[src/hw/rtl/htwd_pkg.sv]
// types and constants of the huffman tree-walk decoder
package htwd_pkg;

  localparam int unsigned IDX_W       = 9;
  localparam int unsigned SYM_W       = 8;
  localparam int unsigned BYTE_W      = 8;
  localparam int unsigned CNT_W       = 4;   // holds 0..MAX_RESULTS
  localparam int unsigned SLOT_W      = 3;   // indexes MAX_RESULTS slots
  localparam int unsigned MAX_RESULTS = 8;
  localparam int unsigned BITCNT_W    = 4;   // holds 0..BITS_PER_BYTE
  localparam int unsigned PADDR_W     = 3;
  localparam int unsigned PDATA_W     = 32;

  localparam logic [BYTE_W-1:0]   BIT_MSB        = 8'h80;
  localparam logic [BITCNT_W-1:0] BITS_PER_BYTE  = 4'd8;

  // input op codes
  localparam logic OP_LOAD = 1'b0;
  localparam logic OP_BYTE = 1'b1;

  // register word index, taken from paddr[2]
  localparam logic REG_SYMBOL_TOTAL = 1'b0;

  // one node table entry
  typedef struct packed {
    logic             leaf;
    logic [SYM_W-1:0] symbol;
    logic [IDX_W-1:0] left;
    logic [IDX_W-1:0] right;
  } node_t;

  localparam int unsigned NODE_W = $bits(node_t);

  // controller to datapath
  typedef struct packed {
    logic load;        // write one node
    logic byte_start;  // capture a byte and begin the walk
    logic byte_done;   // byte after completion or with nothing to decode: one status result
    logic eval;        // ram data holds a child entry to evaluate
    logic issue;       // read the child chosen by the next code bit
    logic drain;       // send one buffered result
  } ctl_cmd_t;

  // datapath to controller
  typedef struct packed {
    logic exhausted;   // no symbols left to decode
    logic stop;        // last symbol reached in this evaluation
    logic drain_last;  // result being sent is the last of the byte
  } dp_stat_t;

endpackage

[src/hw/rtl/htwd_ctrl.sv]
// sequencer of the tree walk: accept, per-bit walk, result drain
module htwd_ctrl (
  input  logic                clk,
  input  logic                rst,
  input  logic                start,
  input  logic                op,
  input  htwd_pkg::dp_stat_t  stat,
  output htwd_pkg::ctl_cmd_t  cmd,
  output logic                busy
);

  typedef enum logic [1:0] {
    S_IDLE,
    S_WALK,
    S_DRAIN
  } state_t;

  state_t                          state;
  logic [htwd_pkg::BITCNT_W-1:0]   bit_cnt;

  assign busy = (state != S_IDLE);

  // commands from state and bit position
  always_comb begin
    cmd = '0;
    unique case (state)
      S_IDLE: begin
        if (start) begin
          if (op == htwd_pkg::OP_LOAD) begin
            cmd.load = 1'b1;
          end else if (stat.exhausted) begin
            cmd.byte_done = 1'b1;
          end else begin
            cmd.byte_start = 1'b1;
          end
        end
      end
      S_WALK: begin
        cmd.eval  = (bit_cnt != '0);
        cmd.issue = (bit_cnt != htwd_pkg::BITS_PER_BYTE);
      end
      S_DRAIN: begin
        cmd.drain = 1'b1;
      end
      default: cmd = '0;
    endcase
  end

  // state and bit counter
  always_ff @(posedge clk) begin
    if (rst) begin
      state   <= S_IDLE;
      bit_cnt <= '0;
    end else begin
      unique case (state)
        S_IDLE: begin
          bit_cnt <= '0;
          if (cmd.byte_start) begin
            state <= S_WALK;
          end
        end
        S_WALK: begin
          if (stat.stop || bit_cnt == htwd_pkg::BITS_PER_BYTE) begin
            state <= S_DRAIN;
          end
          bit_cnt <= bit_cnt + 1'b1;
        end
        S_DRAIN: begin
          if (stat.drain_last) begin
            state <= S_IDLE;
          end
        end
        default: state <= S_IDLE;
      endcase
    end
  end

endmodule

[config.mk]
export PLATFORM = sky130hd
export DESIGN_NAME = htwd_ctrl
export DESIGN_NICKNAME = d
export VERILOG_FILES = /design/src/hw/rtl/htwd_pkg.sv /design/src/hw/rtl/htwd_ctrl.sv
export SDC_FILE = /design/constraint.sdc
export NUM_CORES = 1
export LEC_CHECK = 0
export BUFFER_PORTS_ARGS = -buffer_cell sky130_fd_sc_hd__buf_2
export CORE_AREA = 2 2 39 41
export CTS_CLUSTER_SIZE = 10
export DETAILED_ROUTE_END_ITERATION = 12
export DIE_AREA = 0 0 41 43
export GPL_TIMING_DRIVEN = 0
export PLACE_DENSITY = 0.51
export REMOVE_ABC_BUFFERS = 1
export SLEW_MARGIN = 15
export SYNTH_ARGS = -nofsm -noshare
export SYNTH_HDL_FRONTEND = slang
export SYNTH_SLANG_ARGS = --single-unit
[constraint.sdc]
create_clock -name clk -period 1.8 [get_ports clk]
set_input_delay 0.09 -clock clk [delete_from_list [all_inputs] [get_ports clk]]
set_output_delay 0.09 -clock clk [all_outputs]
set_load 0.01 [all_outputs]
======== Yosys cells after proc, flatten, opt, wreduce, memory -nomap -nowiden ========
Cells that the tools add are included.
storage, ports and cells
  logic and storage cells ................. 29
  register bits ........................... 6
  output and inout port bits .............. 7
cells by class
  multiplexer cells ....................... 13
  equal/unequal tests ..................... 7
  add/sub/neg operators ................... 1
  reductions and logical operators ........ 6
operator list
  cell                                                              number
  2-bit two-way mux                                                 5
  4-bit case mux with 2 select lines                                1
  3-bit two-way mux                                                 2
  2-bit != test (second input constant)                             3
  2-bit case mux with 3 select lines                                1
  4-bit by 1-bit adder with 4-bit output (second input constant)    1
  4-bit == test (second input constant)                             1
  1-bit two-way mux                                                 4
  4-bit != test (second input constant)                             1
  2-bit nonzero test                                                2
  4-bit nonzero test                                                1
  3-bit AND reduction                                               1
  2-bit by 1-bit == test with 1-bit output (second input constant)  1
  2-bit == test (second input constant)                             1
  2-bit zero test                                                   1
  1-bit logical OR                                                  1

======== Logic depth before layout (Yosys ltp) ========
Gate-level depths: netlist of the first run.
  depth after elaboration ................. 6
  gate-level depth with buffers ........... 5

======== Worst setup path before layout of the first run ========
OpenSTA, ideal clock, no wires.
  kind .................................... register to register
  start ................................... register bit_cnt[0] (netlist bit)
  end ..................................... register state[0]
  cell stages (with the launch flop) ...... 6
  clock period less this slack ............ 1.375 ns
  setup time .............................. 0.101 ns
  setup slack ............................. 0.425 ns
  arrival time ............................ 1.274 ns
  cell sequence ........................... dfxtp_1 inv_1 ha_1 and3b_1 or4_1 o41ai_1
between the ends
  longest elaborated chain between the ends .. 4
ends and longest elaborated chain
  item                                  line             source
  start: declaration                    htwd_ctrl.sv:19  logic [htwd_pkg::BITCNT_W-1:0] bit_cnt;
  start signal: assignment              htwd_ctrl.sv:66  bit_cnt <= bit_cnt + 1'b1;
  4-bit == test                         htwd_ctrl.sv:63  if (stat.stop || bit_cnt == htwd_pkg::BITS_PER_BYTE) begin
  1-bit logical OR                      htwd_ctrl.sv:63
  2-bit != test (no source line)        n/a
  3-bit AND reduction (no source line)  n/a
  end signal: assignment                htwd_ctrl.sv:64  state <= S_DRAIN;
  end signal: assignment                htwd_ctrl.sv:70  state <= S_IDLE;
  end signal: assignment                htwd_ctrl.sv:73  default: state <= S_IDLE;
  end: declaration                      htwd_ctrl.sv:18  state_t state;
No other way between the ends.
A chain may end at the register's enable or synchronous reset.

======== Worst setup path after layout of the first run ========
Ends and elaborated chain as after synthesis.

==> results.json, run 1 <==
{
  "slowest_delay_ns": 0.46,
  "cts_tree": "yes",
  "rsz0062_at_grt": "false",
  "h-tree-depth": 1,
  "antenna_found_initial": 0,
  "die_x_um": 41,
  "area.growth.synth_to_final_pct": 31.2,
  "whs_ns": 0.0930,
  "path_max_fanout": 3,
  "avgRoutedWirePerCell_um": 10.6,
  "leakage_nw": 0.213,
  "setup-violations-final": 0,
  "insertion_delay_ns": 0.25,
  "grt_pass1_vias": 263,
  "grt_max_degree": 10,
  "cp-start-kind": "flip-flop",
  "clk_pin_slew_ns": 0.05,
  "hold_viol_final": 0,
  "dp.cells": 71,
  "die_area_mm2": 0.00176,
  "vias": 350,
  "synth_top_area_frac": 0.348,
  "hpwl_um": 569,
  "finClkSkew_ns": 0.00380,
  "cts_buffer_depth": 2,
  "powerDensity_mw_per_mm2": 666,
  "fmax_ghz": 0.686,
  "slew_headroom": 0.793,
  "synth_seq_cells": 6,
  "drt-initial-drc-count": 6,
  "drive_above_1_share": 0.310,
  "synth_warnings": 0,
  "ys_seq_area_frac": 0.348,
  "synthFlopType": "dfxtp_1",
  "via_per_inst": 4.73,
  "slowest_stage": "or4_1",
  "hold_path_class": "in2reg",
  "critPathBufInv": 1,
  "ys_async_sr_fraction": 0,
  "cts_sinks": 6,
  "numPortBuffers": 13,
  "layout.nets": 69,
  "syn_inst": 42,
  "slew_violations": 0,
  "ir_drop_uv": 266,
  "r2r-start": "bit_cnt[0]$_SDFFE_PP0P_",
  "fin_cells": 74,
  "place_ws_ns": 0.346,
  "cts-resized-gates": 0,
  "synth.most_common_cell": "dfxtp_1",
  "min_from": "rst",
  "met1_usage": 0.136,
  "drv_cap": 0,
  "num_rows": 14,
  "grt_use_met3": 0.0314,
  "status": "finished, final reports clean",
  "critPathArrivalTime_ns": 1.61,
  "crit_path_end_kind": "flip-flop",
  "synthTopCellsByArea": "dfxtp_1, ha_1, nor2_1",
  "crit_type": "reg2reg",
  "cts_buffers": 3,
  "io_pins": 14,
  "postRouteAntennaNets": 0,
  "worst_slack_ns": 0.342,
  "worst_slew_pin_slew_ns": 0.310,
  "postPlaceCellArea_um2": 430,
  "crit_start": "bit_cnt[0]$_SDFFE_PP0P_",
  "initial_core_util": 0.250,
  "gp_congestion": 0.685,
  "design.core.area_mm2": 0.00138,
  "grt.busiest_layer": "met1",
  "synth_top_cell_by_area": "dfxtp_1",
  "met2_usage": 0.116,
  "grt_pass1_wl_mm": 1.11,
  "post-route-min-period_ns": 1.46,
  "post_cts_buffers": 0,
  "finalCritPeriodShare": 0.810,
  "synthTopCellsByCount": "dfxtp_1, nor2_1, inv_1, nor2b_1",
  "grt_overflow": 0,
  "path_cells": "inv_1 -> ha_1 -> and3b_1 -> or4_1 -> o41ai_1",
  "grt_use_total": 0.104,
  "synth_cell_types": 22,
  "design_area_um2": 453,
  "syn_area_per_cell_um2": 8.22,
  "diodes": 0,
  "syn-cell-area_um2": 345,
  "cts_root_buf": "clkbuf_4",
  "tns_ns": 0,
  "required_ns": 1.95,
  "routed_wl_um": 782,
  "drcViolationCount": 0,
  "synth_edf_count": 0,
  "die_y_um": 43,
  "crit_family": "simple AND/OR/NAND/NOR gates",
  "drt_pass1_iterations": 4,
  "fill_cells": 146,
  "cts_hold_buf": 0
}
==> per-stage QoR <==
step           power (mW)   util
2_1_floorplan       0.157      -
3_3_place_gp        0.175  0.311
3_5_place_dp        0.174  0.311
4_1_cts             0.304  0.327
5_1_grt             0.320  0.327
6_report            0.301  0.327
==> kinds of logic after synthesis <==
kind of cell               count (synthesis)  share of synthesized area
and+or+nand+nor                           23                      0.395
AOI/OAI and AO/OA                          7                      0.123
DFF                                        6                      0.348
buffers and inverters                      3                     0.0326
adders and majority gates                  2                     0.0725
muxes                                      1                     0.0290
==> cell type report <==
type / instances / area, um^2 / share of cell area
clock buffers: 3 / 22.5 / 0.0497
flip-flops and latches: 6 / 120 / 0.265
multi-input cells: 33 / 214 / 0.472
inverters: 3 / 11.3 / 0.0249
well taps: 16 / 20.0 / 0.0442
repair buffers: 13 / 65.1 / 0.144
==> routing by layer <==
metal | share of wire | up-vias
li1 | - | 182
met1 | 0.50 | 145
met2 | 0.35 | 18
met3 | 0.10 | 5
met4 | 0.047 | 0
met5 | 0 | -
==> placed cells by master, fill, tap and decap left out <==
master | netlist | layout
or2_2 | 1 | 1
nand2_1 | 2 | 2
and3b_1 | 1 | 1
nor3_1 | 2 | 2
ha_1 | 2 | 2
or4_1 | 1 | 1
nand2b_4 | 1 | 1
or3_1 | 1 | 1
nand3b_1 | 2 | 2
nor2b_1 | 3 | 3
inv_1 | 3 | 3
dfxtp_1 | 6 | 6
o41ai_1 | 1 | 1
a22oi_1 | 1 | 1
nor3b_1 | 1 | 1
clkbuf_4 | 0 | 3
buf_2 | 0 | 13
a21oi_1 | 2 | 2
nand3_1 | 2 | 2
nor2_1 | 5 | 5
nand2b_1 | 1 | 1
mux2i_1 | 1 | 1
o21ai_0 | 2 | 2
a31oi_1 | 1 | 1
==> state kept, by name, indices dropped and copies added (netlist names) <==
name	count
bit_cnt	4
state	2
==> power by group <==
part           leakage [nW]  switching [mW]  internal, mW
Combinational         0.151          0.0170        0.0162
Sequential           0.0485         0.00353         0.135
Clock                0.0138          0.0538        0.0758
Total                 0.213          0.0743         0.227
==> worst paths after layout <==
| check | end | slack, ns | cells after the start |
|---|---|---|---|
| worst max-delay path | state[0]$_SDFFE_PP0P_ | 0.34 | 5 |
| worst min-delay path | state[1]$_SDFFE_PP0P_ | 0.09 | 2 |
| worst max register to register | state[0]$_SDFFE_PP0P_ | 0.34 | 5 |
| worst min register to register | bit_cnt[3]$_SDFFE_PP0P_ | 0.51 | 2 |
Note: power is estimated with default switching activity, not from simulation.
==> run 2: changes to the inputs <==
clock period = 1.5 ns   (was 1.8 ns; I/O delays follow)
==> run 2 against run 1 <==
Net effect:
- flip-flop and latch count is the same
- sequential share of layout area grew 0.40 points
- critical path type unchanged
- highest routed layer unchanged
- critical path depth is the same
- core utilization grew 0.18 points
- largest power group unchanged
==> results.json, run 2 (synthesis gave the netlist of run 1 again) <==
{
  "via_per_inst": 4.73,
  "cts_hold_buf": 0,
  "grt_use_met3": 0.0314,
  "multi_input_area_um2": 214,
  "fill_cells": 149,
  "postPlaceCellArea_um2": 430,
  "leakage_nw": 0.214,
  "status": "finished, final reports clean",
  "grt_overflow": 0,
  "switching_share": 0.247,
  "insertion_delay_ns": 0.25,
  "io_pins": 14,
  "die_y_um": 43,
  "die_x_um": 41,
  "pwr-share-clk": 0.430,
  "num_rows": 14,
  "final_util": 0.329,
  "seqPwrFrac": 0.460,
  "die_area_mm2": 0.00176,
  "post-route-min-period_ns": 1.42,
  "grt_pass1_vias": 263,
  "required_ns": 1.65,
  "p_sw_mw": 0.0892,
  "grt_max_degree": 10,
  "regArea_um2": 123,
  "mostFrequentLayoutCells": "buf_2, nor2_1, dfxtp_1",
  "design_area_um2": 455,
  "drive_above_1_share": 0.345,
  "finalCritPeriodShare": 0.948,
  "cts_buffer_depth": 2,
  "hold_viol_final": 0,
  "powerDensity_mw_per_mm2": 795,
  "clk_pin_slew_ns": 0.05,
  "postRouteAntennaNets": 0,
  "diodes": 0,
  "finClkSkew_ns": 0.00380,
  "fmax_ghz": 0.703,
  "final_common_cell": "buf_2",
  "crit_type": "reg2reg",
  "holdPathStages": 2,
  "combPwrFrac": 0.110,
  "path_max_fanout": 3,
  "largest_reg_flops": 4,
  "cts_tree": "yes",
  "critPathArrivalTime_ns": 1.57,
  "routed_wl_um": 782,
  "regMostFlops": "bit_cnt",
  "crit_start": "bit_cnt[0]$_SDFFE_PP0P_",
  "r2r-start": "bit_cnt[0]$_SDFFE_PP0P_",
  "ir_drop_uv": 319,
  "grt_pass1_wl_mm": 1.11,
  "slowest_delay_ns": 0.46,
  "initial_core_util": 0.250,
  "timing.rr.end": "state[0]$_SDFFE_PP0P_",
  "grt.busiest_layer": "met1",
  "worstSetupEndpoint": "state[0]$_SDFFE_PP0P_",
  "met2_usage": 0.116,
  "regToRegSetupSlack_ns": 0.08,
  "p_int_mw": 0.273,
  "cp-start-kind": "flip-flop",
  "tns_ns": 0,
  "drt-initial-drc-count": 6,
  "hpwl_um": 569,
  "r2r_cells": 5,
  "vias": 350,
  "antenna_found_initial": 0,
  "cts_sinks": 6,
  "slew_violations": 0,
  "path_cells": "inv_1 -> ha_1 -> and3b_1 -> or4_1 -> o41ai_1",
  "numPortBuffers": 13,
  "crit_path_end_kind": "flip-flop",
  "setup-violations-final": 0,
  "gp_congestion": 0.685,
  "slowest_stage": "or4_1",
  "cts_buffers": 3,
  "worst_slew_pin_slew_ns": 0.310,
  "h-tree-depth": 1,
  "drv_cap": 0,
  "cts_root_buf": "clkbuf_4",
  "reg.largest.list": "bit_cnt x4, state x2",
  "rsz0062_at_grt": "false",
  "layout.nets": 69,
  "area.growth.synth_to_final_pct": 31.9,
  "grt_use_total": 0.104,
  "met1_usage": 0.136,
  "drt_pass1_iterations": 4,
  "slew_headroom": 0.793,
  "drcViolationCount": 0,
  "hold_path_class": "in2reg",
  "design.core.area_mm2": 0.00138,
  "avgRoutedWirePerCell_um": 10.6
}
run 2: cell counts in the layout (fill, tap and decap cells not counted):
No cell type changed its count.
run 2: power by group through the flow:
stage | clock (mW) | sequential (mW) | combinational [mW]
final | 0.156 | 0.167 | 0.0397
after global routing | 0.173 | 0.167 | 0.0441
after CTS | 0.158 | 0.166 | 0.0401
after detailed placement | 0 | 0.169 | 0.0399
after global placement | 0 | 0.170 | 0.0398
after floorplan | 0 | 0.168 | 0.0203
run 2: through the flow:
step | setup slack, ns | hold WS [ns] | cells | total power [mW]
2_1_floorplan | 0.125 | 0.144 | 42 | 0.189
3_3_place_gp | 0.0425 | 0.347 | 71 | 0.210
3_5_place_dp | 0.0463 | 0.340 | 71 | 0.209
4_1_cts | 0.0350 | 0.0810 | 74 | 0.365
5_1_grt | 0.00352 | 0.0765 | 74 | 0.384
6_report | 0.0780 | 0.0779 | 74 | 0.362
run 2: per-layer routing:
layer / wire length [um] / vias up
met3: 82 / 5
met2: 271 / 18
met1: 391 / 145
li1: - / 182
met5: 0 / -
met4: 37 / 0
run 2: repair_timing:
item	4_1_cts	5_1_grt
endpoints found under the hold margin	0	0
endpoints found under the setup margin	0	1
gates resized for setup	0	2
buffers inserted	0	0
run 2: worst max-delay path, delay by kind of cell (launching register included):
kind / cells / cell delay (ns)
and+or+nand+nor: 2 / 0.65
DFF: 1 / 0.34
adders and majority gates: 1 / 0.20
AOI/OAI and AO/OA: 1 / 0.07
buffers and inverters: 1 / 0.06
run 2: worst min-delay path by stage:
stage / slack [ns] / endpoint / start
floorplan: 0.14 / bit_cnt[2]$_SDFFE_PP0P_ / rst
global placement: 0.35 / bit_cnt[2]$_SDFFE_PP0P_ / rst
detailed placement: 0.34 / state[1]$_SDFFE_PP0P_ / rst
CTS: 0.08 / state[1]$_SDFFE_PP0P_ / rst
global route: 0.08 / state[1]$_SDFFE_PP0P_ / rst
finish: 0.08 / bit_cnt[0]$_SDFFE_PP0P_ / rst
run 2: cell type report:
| type | count | area share |
|---|---|---|
| inverters | 3 | 0.0247 |
| repair buffers | 13 | 0.143 |
| multi-input cells | 33 | 0.470 |
| well taps | 16 | 0.0440 |
| clock buffers | 3 | 0.0495 |
| flip-flops and latches | 6 | 0.269 |
